`config.mk`:
```
export PLATFORM = sky130hd
export DESIGN_NAME = fsk_tone_demodulator
export DESIGN_NICKNAME = d
export VERILOG_FILES = /design/src/rtl/fsk_pkg.sv /design/src/rtl/fsk_filter.sv /design/src/rtl/fsk_decide.sv /design/src/rtl/fsk_tone_demodulator.sv
export SDC_FILE = /design/constraint.sdc
export NUM_CORES = 1
export LEC_CHECK = 0
export ABC_AREA = 0
export BUFFER_PORTS_ARGS = -buffer_cell sky130_fd_sc_hd__buf_4
export CORE_MARGIN = 5
export CORE_UTILIZATION = 53
export DETAILED_ROUTE_END_ITERATION = 8
export GPL_TIMING_DRIVEN = 1
export PLACE_DENSITY = 0.73
export SETUP_SLACK_MARGIN = 0.1
export SLEW_MARGIN = 20
export SYNTH_ARGS = -nofsm -noshare
export SYNTH_HDL_FRONTEND = slang
export SYNTH_HIERARCHICAL = 1
export SYNTH_SLANG_ARGS = --single-unit
```
`constraint.sdc`:
```
create_clock -name clk -period 12.4 [get_ports clk]
set_input_delay 2.48 -clock clk [delete_from_list [all_inputs] [get_ports clk]]
set_output_delay 2.48 -clock clk [all_outputs]
set_load 0.03 [all_outputs]
```
`src/rtl/fsk_pkg.sv`:
```
// fsk_pkg: shared types, register indexes, filter coefficients and the bandpass step
`default_nettype none
package fsk_pkg;

    localparam int unsigned CFG_ADDR_W = 3;
    localparam int unsigned CFG_DATA_W = 16;

    // register indexes on the configuration port
    localparam logic [CFG_ADDR_W-1:0] REG_FILTER_MODE = 3'd0;
    localparam logic [CFG_ADDR_W-1:0] REG_MARK_STEP   = 3'd1;
    localparam logic [CFG_ADDR_W-1:0] REG_SPACE_STEP  = 3'd2;
    localparam logic [CFG_ADDR_W-1:0] REG_LEVEL_LIMIT = 3'd3;
    localparam logic [CFG_ADDR_W-1:0] REG_ON_DELAY    = 3'd4;
    localparam logic [CFG_ADDR_W-1:0] REG_OFF_DELAY   = 3'd5;

    localparam logic        MODE_V21 = 1'b0;
    localparam logic        MODE_ORG = 1'b1;

    localparam logic        RST_FILTER_MODE = MODE_V21;
    localparam logic [6:0]  RST_MARK_STEP   = 7'd10;
    localparam logic [6:0]  RST_SPACE_STEP  = 7'd12;
    localparam logic [7:0]  RST_LEVEL_LIMIT = 8'd50;
    localparam logic [15:0] RST_ON_DELAY    = 16'd1253;
    localparam logic [15:0] RST_OFF_DELAY   = 16'd6269;

    // coefficients as h = a*diff + b1*y1 - b2*y2, so b1 carries its sign
    localparam logic signed [8:0] MARK_A_V21   = 9'sd24;
    localparam logic signed [8:0] MARK_B1_V21  = 9'sd72;
    localparam logic signed [8:0] MARK_B2_V21  = 9'sd244;
    localparam logic signed [8:0] SPACE_A_V21  = 9'sd32;
    localparam logic signed [8:0] SPACE_B1_V21 = 9'sd32;
    localparam logic signed [8:0] SPACE_B2_V21 = 9'sd248;
    localparam logic signed [8:0] SPACE_A_ORG  = 9'sd67;
    localparam logic signed [8:0] SPACE_B1_ORG = 9'sd87;
    localparam logic signed [8:0] SPACE_B2_ORG = 9'sd99;
    localparam logic signed [8:0] MARK_A_ORG   = 9'sd80;
    localparam logic signed [8:0] MARK_B1_ORG  = -9'sd19;
    localparam logic signed [8:0] MARK_B2_ORG  = 9'sd102;

    typedef struct packed {
        logic signed [7:0] line_sample;
        logic              send_on;
        logic              send_mark;
    } in_t;

    typedef struct packed {
        logic [6:0]        tone_phase;
        logic              carrier_mark;
        logic              reported_mark;
        logic              line_on;
        logic signed [7:0] mark_level;
        logic signed [7:0] space_level;
    } res_t;

    typedef struct packed {
        logic        filter_mode;
        logic [6:0]  mark_step;
        logic [6:0]  space_step;
        logic [7:0]  level_limit;
        logic [15:0] on_delay;
        logic [15:0] off_delay;
    } cfg_t;

    // one second-order section; v21 form adds y1 after a shift by 8, original form shifts by 7
    function automatic logic signed [7:0] bp_step(
        input logic signed [8:0] diff,
        input logic signed [7:0] y1,
        input logic signed [7:0] y2,
        input logic signed [8:0] ca,
        input logic signed [8:0] cb1,
        input logic signed [8:0] cb2,
        input logic              mode
    );
        logic signed [19:0] acc;
        logic signed [15:0] h;
        logic signed [15:0] sh;
        logic        [7:0]  sum;
        acc = 20'(ca) * 20'(diff) + 20'(cb1) * 20'(y1) - 20'(cb2) * 20'(y2);
        h   = acc[15:0];
        if (mode == MODE_ORG)
        begin
            sh  = h >>> 7;
            sum = sh[7:0];
        end
        else
        begin
            sh  = h >>> 8;
            sum = sh[7:0] + y1;
        end
        return sum;
    endfunction

endpackage
`default_nettype wire

```
`src/rtl/fsk_filter.sv`:
```
// fsk_filter: mark and space bandpass filters with their sample and output history
`default_nettype none
module fsk_filter (
    input  wire logic                   clk,
    input  wire logic                   rst_n,
    input  wire logic                   adv,
    input  wire logic                   mode,
    input  wire logic signed [7:0]      sample,
    output logic signed [7:0]           mark_out,
    output logic signed [7:0]           space_out
);

    logic signed [7:0] x1_reg, x2_reg, m1_reg, m2_reg, s1_reg, s2_reg;
    logic signed [8:0] diff;

    assign diff = $signed({sample[7], sample}) - $signed({x2_reg[7], x2_reg});

    always_comb
    begin
        if (mode == fsk_pkg::MODE_ORG)
        begin
            mark_out  = fsk_pkg::bp_step(diff, m1_reg, m2_reg, fsk_pkg::MARK_A_ORG,
                                         fsk_pkg::MARK_B1_ORG, fsk_pkg::MARK_B2_ORG, mode);
            space_out = fsk_pkg::bp_step(diff, s1_reg, s2_reg, fsk_pkg::SPACE_A_ORG,
                                         fsk_pkg::SPACE_B1_ORG, fsk_pkg::SPACE_B2_ORG, mode);
        end
        else
        begin
            mark_out  = fsk_pkg::bp_step(diff, m1_reg, m2_reg, fsk_pkg::MARK_A_V21,
                                         fsk_pkg::MARK_B1_V21, fsk_pkg::MARK_B2_V21, mode);
            space_out = fsk_pkg::bp_step(diff, s1_reg, s2_reg, fsk_pkg::SPACE_A_V21,
                                         fsk_pkg::SPACE_B1_V21, fsk_pkg::SPACE_B2_V21, mode);
        end
    end

    always_ff @(posedge clk or negedge rst_n)
    begin
        if (!rst_n)
        begin
            x1_reg <= '0;
            x2_reg <= '0;
            m1_reg <= '0;
            m2_reg <= '0;
            s1_reg <= '0;
            s2_reg <= '0;
        end
        else if (adv)
        begin
            x2_reg <= x1_reg;
            x1_reg <= sample;
            m2_reg <= m1_reg;
            m1_reg <= mark_out;
            s2_reg <= s1_reg;
            s1_reg <= space_out;
        end
    end

endmodule
`default_nettype wire

```
`src/rtl/fsk_decide.sv`:
```
// fsk_decide: rectifier, smoothing counter, space lock, on/off timer and tone phase
`default_nettype none
module fsk_decide (
    input  wire logic                   clk,
    input  wire logic                   rst_n,
    input  wire logic                   adv,
    input  wire fsk_pkg::cfg_t          cfg,
    input  wire logic                   send_on,
    input  wire logic                   send_mark,
    input  wire logic signed [7:0]      mark_out,
    input  wire logic signed [7:0]      space_out,
    output fsk_pkg::res_t               res
);

    logic [7:0]  cnt_reg, cnt_next;
    logic        flag_reg, flag_next;
    logic        lock_reg, lock_next;
    logic        on_reg, on_next;
    logic [15:0] dly_reg, dly_next;
    logic [6:0]  phase_reg, phase_next;

    logic signed [7:0] mark_lvl, space_lvl;
    logic        [16:0] dly_inc;
    logic        [15:0] limit;
    logic               send_tone_mark;

    // negating -128 wraps back to -128
    assign mark_lvl  = mark_out[7] ? 8'(-mark_out) : mark_out;
    assign space_lvl = space_out[7] ? 8'(-space_out) : space_out;

    assign send_tone_mark = send_on && send_mark;
    assign limit   = flag_next ? cfg.on_delay : cfg.off_delay;
    assign dly_inc = {1'b0, dly_reg} + 17'd1;

    always_comb
    begin
        cnt_next  = cnt_reg;
        flag_next = flag_reg;
        if (mark_lvl > space_lvl)
        begin
            if (cnt_reg < cfg.level_limit)
                cnt_next = cnt_reg + 8'd1;
            else
                flag_next = 1'b1;
        end
        else
        begin
            if (cnt_reg != 8'd0)
                cnt_next = cnt_reg - 8'd1;
            else
                flag_next = 1'b0;
        end

        lock_next = (lock_reg || !send_tone_mark) && !flag_next;

        on_next  = on_reg;
        dly_next = dly_reg + 16'd1;
        if (on_reg == flag_next)
            dly_next = '0;
        else if (dly_inc >= {1'b0, limit})
        begin
            on_next  = flag_next;
            dly_next = '0;
        end

        phase_next = phase_reg + (send_tone_mark ? cfg.mark_step : cfg.space_step);

        res.tone_phase    = phase_next;
        res.carrier_mark  = flag_next;
        res.reported_mark = flag_next || lock_next;
        res.line_on       = on_next;
        res.mark_level    = mark_lvl;
        res.space_level   = space_lvl;
    end

    always_ff @(posedge clk or negedge rst_n)
    begin
        if (!rst_n)
        begin
            cnt_reg   <= '0;
            flag_reg  <= 1'b0;
            lock_reg  <= 1'b0;
            on_reg    <= 1'b0;
            dly_reg   <= '0;
            phase_reg <= '0;
        end
        else if (adv)
        begin
            cnt_reg   <= cnt_next;
            flag_reg  <= flag_next;
            lock_reg  <= lock_next;
            on_reg    <= on_next;
            dly_reg   <= dly_next;
            phase_reg <= phase_next;
        end
    end

`ifndef NO_ASSERTIONS
    a_cnt_step: assert property (@(posedge clk) disable iff (!rst_n)
        adv |=> (cnt_reg == $past(cnt_reg) + 8'd1 || cnt_reg == $past(cnt_reg) - 8'd1
                 || cnt_reg == $past(cnt_reg)))
        else $error("smoothing counter moved by more than one");
    a_lock_clear: assert property (@(posedge clk) disable iff (!rst_n)
        flag_reg |-> !lock_reg)
        else $error("space lock held while mark decided");
    a_dly_idle: assert property (@(posedge clk) disable iff (!rst_n)
        adv && (on_reg == flag_next) |=> dly_reg == 16'd0)
        else $error("delay counter running with no pending change");
`endif

endmodule
`default_nettype wire

```
`src/rtl/fsk_tone_demodulator.sv`:
```
// fsk_tone_demodulator: top level with input register, configuration and result register
//
//  channel   direction  handshake            payload
//  in        sink       in_valid / in_stall  fsk_pkg::in_t
//  out       source     out_valid/out_stall  fsk_pkg::res_t
//  cfg       sink       cfg_we               cfg_addr, cfg_wdata
//
// one sample per cycle sustained while out_stall is low; a sample is held in the input register and
// its result is captured in the result register when the sample advances
// the filter and counter state loops close combinationally between the input and result registers
// reset clears all filter history, counters, flags and phase and restores register defaults
// a stalled result holds; the input register then fills and stalls the input side
`default_nettype none
module fsk_tone_demodulator (
    input  wire logic                            clk,
    input  wire logic                            rst_n,
    input  wire logic                            in_valid,
    output logic                                 in_stall,
    input  wire fsk_pkg::in_t                    in_data,
    output logic                                 out_valid,
    input  wire logic                            out_stall,
    output fsk_pkg::res_t                        out_data,
    input  wire logic                            cfg_we,
    input  wire logic [fsk_pkg::CFG_ADDR_W-1:0]  cfg_addr,
    input  wire logic [fsk_pkg::CFG_DATA_W-1:0]  cfg_wdata
);

    fsk_pkg::cfg_t cfg_reg;
    fsk_pkg::in_t  in_data_reg;
    logic          in_valid_reg;
    fsk_pkg::res_t out_data_reg;
    logic          out_valid_reg;
    fsk_pkg::res_t res;

    logic              advance;
    logic              in_take;
    logic signed [7:0] mark_out, space_out;

    assign advance   = in_valid_reg && (!out_valid_reg || !out_stall);
    assign in_stall  = in_valid_reg && !advance;
    assign in_take   = in_valid && !in_stall;
    assign out_valid = out_valid_reg;
    assign out_data  = out_data_reg;

    always_ff @(posedge clk or negedge rst_n)
    begin
        if (!rst_n)
        begin
            cfg_reg.filter_mode <= fsk_pkg::RST_FILTER_MODE;
            cfg_reg.mark_step   <= fsk_pkg::RST_MARK_STEP;
            cfg_reg.space_step  <= fsk_pkg::RST_SPACE_STEP;
            cfg_reg.level_limit <= fsk_pkg::RST_LEVEL_LIMIT;
            cfg_reg.on_delay    <= fsk_pkg::RST_ON_DELAY;
            cfg_reg.off_delay   <= fsk_pkg::RST_OFF_DELAY;
        end
        else if (cfg_we)
        begin
            unique case (cfg_addr)
                fsk_pkg::REG_FILTER_MODE: cfg_reg.filter_mode <= cfg_wdata[0];
                fsk_pkg::REG_MARK_STEP:   cfg_reg.mark_step   <= cfg_wdata[6:0];
                fsk_pkg::REG_SPACE_STEP:  cfg_reg.space_step  <= cfg_wdata[6:0];
                fsk_pkg::REG_LEVEL_LIMIT: cfg_reg.level_limit <= cfg_wdata[7:0];
                fsk_pkg::REG_ON_DELAY:    cfg_reg.on_delay    <= cfg_wdata;
                fsk_pkg::REG_OFF_DELAY:   cfg_reg.off_delay   <= cfg_wdata;
                default: ;
            endcase
        end
    end

    always_ff @(posedge clk or negedge rst_n)
    begin
        if (!rst_n)
        begin
            in_valid_reg  <= 1'b0;
            out_valid_reg <= 1'b0;
        end
        else
        begin
            if (in_take)
                in_valid_reg <= 1'b1;
            else if (advance)
                in_valid_reg <= 1'b0;
            if (advance)
                out_valid_reg <= 1'b1;
            else if (!out_stall)
                out_valid_reg <= 1'b0;
        end
    end

    always_ff @(posedge clk)
    begin
        if (in_take)
            in_data_reg <= in_data;
        if (advance)
            out_data_reg <= res;
    end

    fsk_filter u_filter (
        .clk       (clk),
        .rst_n     (rst_n),
        .adv       (advance),
        .mode      (cfg_reg.filter_mode),
        .sample    (in_data_reg.line_sample),
        .mark_out  (mark_out),
        .space_out (space_out)
    );

    fsk_decide u_decide (
        .clk       (clk),
        .rst_n     (rst_n),
        .adv       (advance),
        .cfg       (cfg_reg),
        .send_on   (in_data_reg.send_on),
        .send_mark (in_data_reg.send_mark),
        .mark_out  (mark_out),
        .space_out (space_out),
        .res       (res)
    );

`ifndef NO_ASSERTIONS
    a_stall_full: assert property (@(posedge clk) disable iff (!rst_n)
        in_stall |-> in_valid_reg)
        else $error("input stalled with empty input register");
    a_adv_result: assert property (@(posedge clk) disable iff (!rst_n)
        advance |=> out_valid_reg)
        else $error("processed sample produced no result");
    a_hold_item: assert property (@(posedge clk) disable iff (!rst_n)
        in_valid_reg && !advance |=> in_valid_reg)
        else $error("waiting sample dropped");
    a_report: assert property (@(posedge clk) disable iff (!rst_n)
        out_valid_reg && out_data_reg.carrier_mark |-> out_data_reg.reported_mark)
        else $error("mark decided but not reported");
`endif

endmodule
`default_nettype wire

```
### Yosys cells after proc, flatten, opt, wreduce, memory -nomap -nowiden

Index checks and enable logic that the tools add are counted.

| word-level totals | value |
|---|---|
| flip-flop bits (word level) | 175 |
| input port bits | 34 |
| output and inout port bits | 28 |
| word-level logic and storage cells | 113 |

| operators by class | value |
|---|---|
| add/subtract/negate cells | 18 |
| multipliers | 10 |
| $lt $le $gt $ge | 3 |
| equal/unequal tests | 8 |
| mux-type cells | 20 |
| reductions and logical operators | 25 |

Operator list:

| cell | count |
|---|---|
| two-way mux 8 bit | 7 |
| two-way mux 16 bit | 3 |
| subtractor 16 bit | 2 |
| adder 15 bit | 2 |
| multiplier 8 x 8 -> 15 bit (first input constant) | 2 |
| subtractor 15 bit | 2 |
| multiplier 7 x 8 -> 14 bit (first input constant) | 2 |
| adder 16 x 1 -> 17 bit (second input constant) | 1 |
| >= comparator 17 x 16 -> 1 bit | 1 |
| adder 16 x 1 -> 16 bit (second input constant) | 1 |
| adder 16 bit | 1 |
| adder 8 bit | 2 |
| negator 8 bit | 2 |
| adder 14 x 13 -> 15 bit | 1 |
| multiplier 8 x 9 -> 15 bit (first input constant) | 1 |
| multiplier 6 x 8 -> 14 bit (first input constant) | 1 |
| multiplier 5 x 8 -> 13 bit (first input constant) | 1 |
| multiplier 6 x 8 -> 13 bit (first input constant) | 1 |
| multiplier 3 x 9 -> 12 bit (first input constant) | 1 |
| AND reduction 2 bit | 6 |
| multiplier 4 x 9 -> 11 bit (first input constant) | 1 |
| two-way mux 1 bit | 9 |
| subtractor 8 x 8 -> 9 bit | 1 |
| adder 8 x 1 -> 8 bit (second input constant) | 1 |
| other kinds (18) | 32 |

### Depth between registers and ports, before layout

| logic depth | value |
|---|---|
| word-level depth | 14 |
| depth in mapped cells | 54 |
| gate-level depth less buffers | 51 |

### Hierarchy

The synthesis kept the hierarchy.

Modules (own cells, without submodules):

| module | times used | cells an instance | area an instance (µm²) | sequential area each (µm²) |
|---|---|---|---|---|
| fsk_filter | 1 | 1,493 | 13,793.2 | 1,201.2 |
| fsk_decide | 1 | 382 | 3,482.1 | 850.8 |
| fsk_tone_demodulator | 1 | 165 | 3,337.0 | 2,533.7 |

### Worst setup path after synthesis

OpenSTA, ideal clock, no wires.

| timing path | value |
|---|---|
| path type | register to register |
| from | reg in_data_reg[3] (netlist name) |
| to | reg u_decide.dly_reg[10] |
| library setup time | 120 ps |
| arrival | 10,533 ps |
| required time | 12,280 ps |
| path slack | 1,747 ps |
| cell stages (with the launch flop) | 45 |
| path buffers | 4 |
| clock period less this slack | 10,653 ps |
| path through | edfxtp_1 -> ha_1 -> a21o_1 -> a21o_1 -> a21oi_1 -> o21ai_0 -> xnor2_1 -> clkbuf_1 -> xnor2_1 -> fa_1 -> inv_1 -> fa_1 -> fa_1 -> inv_1 -> fa_1 -> fa_1 -> ha_1 -> a21oi_1 -> (+9 left out) -> ha_1 -> nand4_1 -> nor2_1 -> a311o_1 -> o31ai_1 -> and2_1 -> clkbuf_1 -> buf_4 -> mux2i_1 -> ha_1 -> and3_1 -> nand3_1 -> a21oi_1 -> a2111oi_0 -> o311ai_1 -> a21oi_1 -> buf_2 -> a31o_2 |

| between the ends | value |
|---|---|
| elaborated cells on any way between the ends | 27 |
| those cells by class | add/sub: 13; mul: 3; order compare: 2; eq/ne: 1; mux: 8 |

RTL lines:

| item | RTL line | text |
|---|---|---|
| start: declaration | fsk_tone_demodulator.sv:29 | `fsk_pkg::in_t in_data_reg;` |
| start signal: assignment | fsk_tone_demodulator.sv:93 | `in_data_reg <= in_data;` |
| subtractor 8 x 8 -> 9 bit (*) | fsk_filter.sv:16 | `assign diff = $signed({sample[7], sample}) - $signed({x2_reg[7], x2_reg});` |
| multiplier 8 x 9 -> 15 bit or adder 14 x 13 -> 15 bit (tied branches) | fsk_pkg.sv:78 | `acc = 20'(ca) * 20'(diff) + 20'(cb1) * 20'(y1) - 20'(cb2) * 20'(y2);` |
| adder 15 bit or subtractor 16 bit (tied branches) | fsk_pkg.sv:78 |  |
| subtractor 15 bit or adder 8 bit (tied branches) | fsk_pkg.sv:78, fsk_pkg.sv:88 |  |
| two-way mux 8 bit (*) | fsk_filter.sv:20 | `if (mode == fsk_pkg::MODE_ORG)` |
| net space_out[7] | fsk_tone_demodulator.sv:37 | `logic signed [7:0] mark_out, space_out;` |
| negator 8 bit | fsk_decide.sv:29 | `assign space_lvl = space_out[7] ? 8'(-space_out) : space_out;` |
| two-way mux 8 bit (*) | fsk_decide.sv:29 |  |
| > comparator 8 bit (*) | fsk_decide.sv:39 | `if (mark_lvl > space_lvl)` |
| two-way mux 1 bit (*) | fsk_decide.sv:39 |  |
| two-way mux 16 bit | fsk_decide.sv:32 | `assign limit = flag_next ? cfg.on_delay : cfg.off_delay;` |
| >= comparator 17 x 16 -> 1 bit | fsk_decide.sv:60 | `else if (dly_inc >= {1'b0, limit})` |
| two-way mux 16 bit | fsk_decide.sv:60 |  |
| two-way mux 16 bit (*) | fsk_decide.sv:58 | `if (on_reg == flag_next)` |
| end signal: assignment | fsk_decide.sv:93 | `dly_reg <= dly_next;` |
| end: declaration | fsk_decide.sv:19 | `logic [15:0] dly_reg, dly_next;` |

Mark *: on every way through the listed nets, which the timed path passes. The rest lies on a longest branch.
A chain may end at the register's enable or synchronous reset.

==> impl_results.md <==
* Compound-Gate Fraction of Synth Area at just under 9%
* Final hold violation count at 0
* Clk Latency, worst-skew pair at 0.45 ns
* Drt pass-1 iters at 5
* FF-to-FF setup slack at ~1 ns
* Number of diodes at 0
* Slowest library cell on the worst path: fa_1
* Vias in the first global route at between 15000 and 20000
* GR Overflow Total at 0
* Setup violators final at 0
* Cts bufs inserted at 17
* CTS H-tree depth at 4
* Most common cell after layout, fill and taps aside: inv_1
* Crit Path Max Fanout at 12
* Max Root-Sink Buffers at 2
* Post-synthesis mux area share at between 7 and 8%
* XOR/XNOR Fraction of Synth Area at roughly 7.4%
* Clock sinks at between 150 and 200
* Number of fill cells at around 3200
* Setup crit end kind: flip-flop
* Routed Antenna Nets at 0
* Clock Pin Slew Worst Setup and Hold Paths at 0.08 ns
* Fmax at 0.08773 GHz
* CP most frequent cell: ha_1
* Setup Skew at approximately 0.017 ns
* Max-cap violations at 0
* Starting DRT DRC Count at 610
* Routability cong. at 0.9140
* Setup TNS at 0 ns
* Hpwl dp at around 39000 µm
* Post-synthesis net count at 2595
* YS warnings at 6
* Startpoint type of the worst setup path: flip-flop
* Post-Synth Adder-Cell Area at between 30% and 40%
* First-pass GRT wire length at a little under 80000 µm
* Via-to-Cell Ratio at ~5.4
* GRT Overall Usage at around 22%
* Simple-Gate Fraction of Synth Area at 7.339%
* Layout Cells excl Fill at roughly 2600
* Core area at between 30000 and 40000 µm²
* Flops & latches, synth at 175
* Worst-Margin Slew at 0.9957 ns
* Nets@finish at approximately 2700
* Hold Crit Class: reg2reg
* PortBufs at between 60 and 70
* Worst EP required at around 13 ns
* Final worst path period share at between 90% and 100%
* Ys flop type: dfrtp_1
* Unrepaired setup endpoints after global routing: false
* Max reg flops at 55
* Mean area per synthesized cell at 10.10 µm²
* Syn Std Cell Area at 20610 µm²
* Die Wd at 207.2 µm
* Root Buffer: clkbuf_16
* Share of cells above drive strength 1 at between 10% and 20%
* Core Rows at between 70 and 80
* Largest net degree at the start of global routing at 87
* Seq/Total Area, Yosys at approximately 22%
* Initial Util at between 50% and 60%
* Rel. slew slack at 33.62%
* Final WL at about 47000 µm
* Area of the multi-input gates at roughly 14000 µm²
* Max Slew Vio Count at 0
* Min Tclk post-route at 11.40 ns
* CP max stage delay at 0.55 ns
* Most frequent cells in the layout: 421 x inv_1, 333 x ha_1, 188 x fa_1
* Drc violations at 0
* Initial antenna violation count at 1
* Synth cell types at 73
* Full die area at between 40000 and 50000 µm²
* TritonCTS clock tree: yes
* Chip height at between 200 and 250 µm
* WS Path Type: reg2reg
* Post-synthesis async set-or-reset flop share at between 70% and 80%
* Main combinational cell family by area after synthesis: adder cells
* Number of flops mapped to enable cells by yosys at 36
* Outcome: finished clean
* Syn Inst Count at between 2000 and 2500
* Cells after DPL at around 2600
* Ports at between 60 and 70
* Via count at around 14000
* Critical path arrival at between 10 and 15 ns
* WL per Instance at 17.88 µm
* Register area at between 4000 and 5000 µm²
* Layout area overhead at 8.589%
-- critical path: cells and delay by family, from the launching register on --
family          cells  cell delay (ns)
mux                 1             0.25
flops               1             0.46
buf+inv             5             0.57
simple gates       11             2.38
fa+ha+maj          10             3.80
compound gates     13             2.63
xor+xnor            6             1.22
-- worst paths after layout --
kind / from / end / cells past startpoint
max in group asynchronous: rst_n / u_filter/x2_reg[6]$_DFFE_PN0P_ / 2
hold / removal: u_filter/x1_reg[3]$_DFFE_PN0P_ / u_filter/x2_reg[3]$_DFFE_PN0P_ / 2
setup reg to reg: u_filter/m2_reg[1]$_DFFE_PN0P_ / u_decide/dly_reg[8]$_DFFE_PN0P_ / 46
hold reg to reg: u_filter/x1_reg[3]$_DFFE_PN0P_ / u_filter/x2_reg[3]$_DFFE_PN0P_ / 2
min in group asynchronous: rst_n / u_decide/phase_reg[4]$_DFFE_PN0P_ / 1
setup / recovery: u_filter/m2_reg[1]$_DFFE_PN0P_ / u_decide/dly_reg[8]$_DFFE_PN0P_ / 46
-- synthesized netlist by cell type, types with 11 or more instances --
cell	count	area (µm²)
edfxtp_1	36	1081
nand2_1	75	281.5
nand3_1	28	140.1
o21ai_0	66	330.3
mux2_2	88	991.0
nand2b_1	16	100.1
mux2i_1	28	280.3
nor2_1	72	270.3
ha_1	333	4167
o21bai_1	14	105.1
clkbuf_1	22	82.58
nor3_1	23	115.1
a21oi_1	89	445.4
a31o_2	12	105.1
xor2_1	44	385.4
inv_1	421	1580
mux2_4	12	180.2
o21a_1	11	82.58
dfstp_2	21	551.8
nor2b_1	29	181.4
dfrtp_1	118	2953
fa_1	188	3764
a21o_1	29	217.7
xnor2_1	127	1112
-- per-stage QoR --
stage | setup slack, ns | hold WS, ns | instance area [µm²] | utilization [%]
2_1_floorplan | 1.747 | 0.4424 | 20610 | -
3_3_place_gp | 0.8286 | 0.4591 | 21710 | 56.31
3_5_place_dp | 0.4016 | 0.4725 | 21710 | 56.31
4_1_cts | 0.3363 | 0.4887 | 22340 | 57.93
5_1_grt | 0.1950 | 0.5032 | 22380 | 58.05
6_report | 1.001 | 0.4881 | 22380 | 58.05
-- layer usage --
layer	vias to the layer above	track usage, %	part of all wire [%]
met2	250	39.39	51
met5	-	0	0.028
li1	6837	-	-
met1	7055	28.14	42
met4	2	6.817	2.9
met3	79	3.959	4.1
-- timing repair --
action / CTS / global route
setup endpoints to repair: 0 / 18
gates resized for setup: 0 / 8
hold endpoints to repair: 0 / 0
buffers inserted: 0 / 1
hold buffers: 0 / 0
-- layout make-up --
| type | instances | share of cell area, % |
|---|---|---|
| multi-input combinational | 1409 | 64.03 |
| sequential | 175 | 20.49 |
| inverter | 421 | 7.060 |
| tap | 518 | 2.896 |
| timing repair buffer | 81 | 2.734 |
| clock buffer | 17 | 1.901 |
| clock inverter | 15 | 0.8888 |
-- kinds of logic after synthesis --
logic type | Yosys count
AOI/OAI and AO/OA | 288
xor gates and xnor gates | 172
adders and majority gates | 521
buffers and inverters | 456
DFF | 175
muxes | 129
and+or+nand+nor | 299
Power is not shown: default switching activity piles up to over one toggle a cycle in this logic, so the estimate is an artifact.
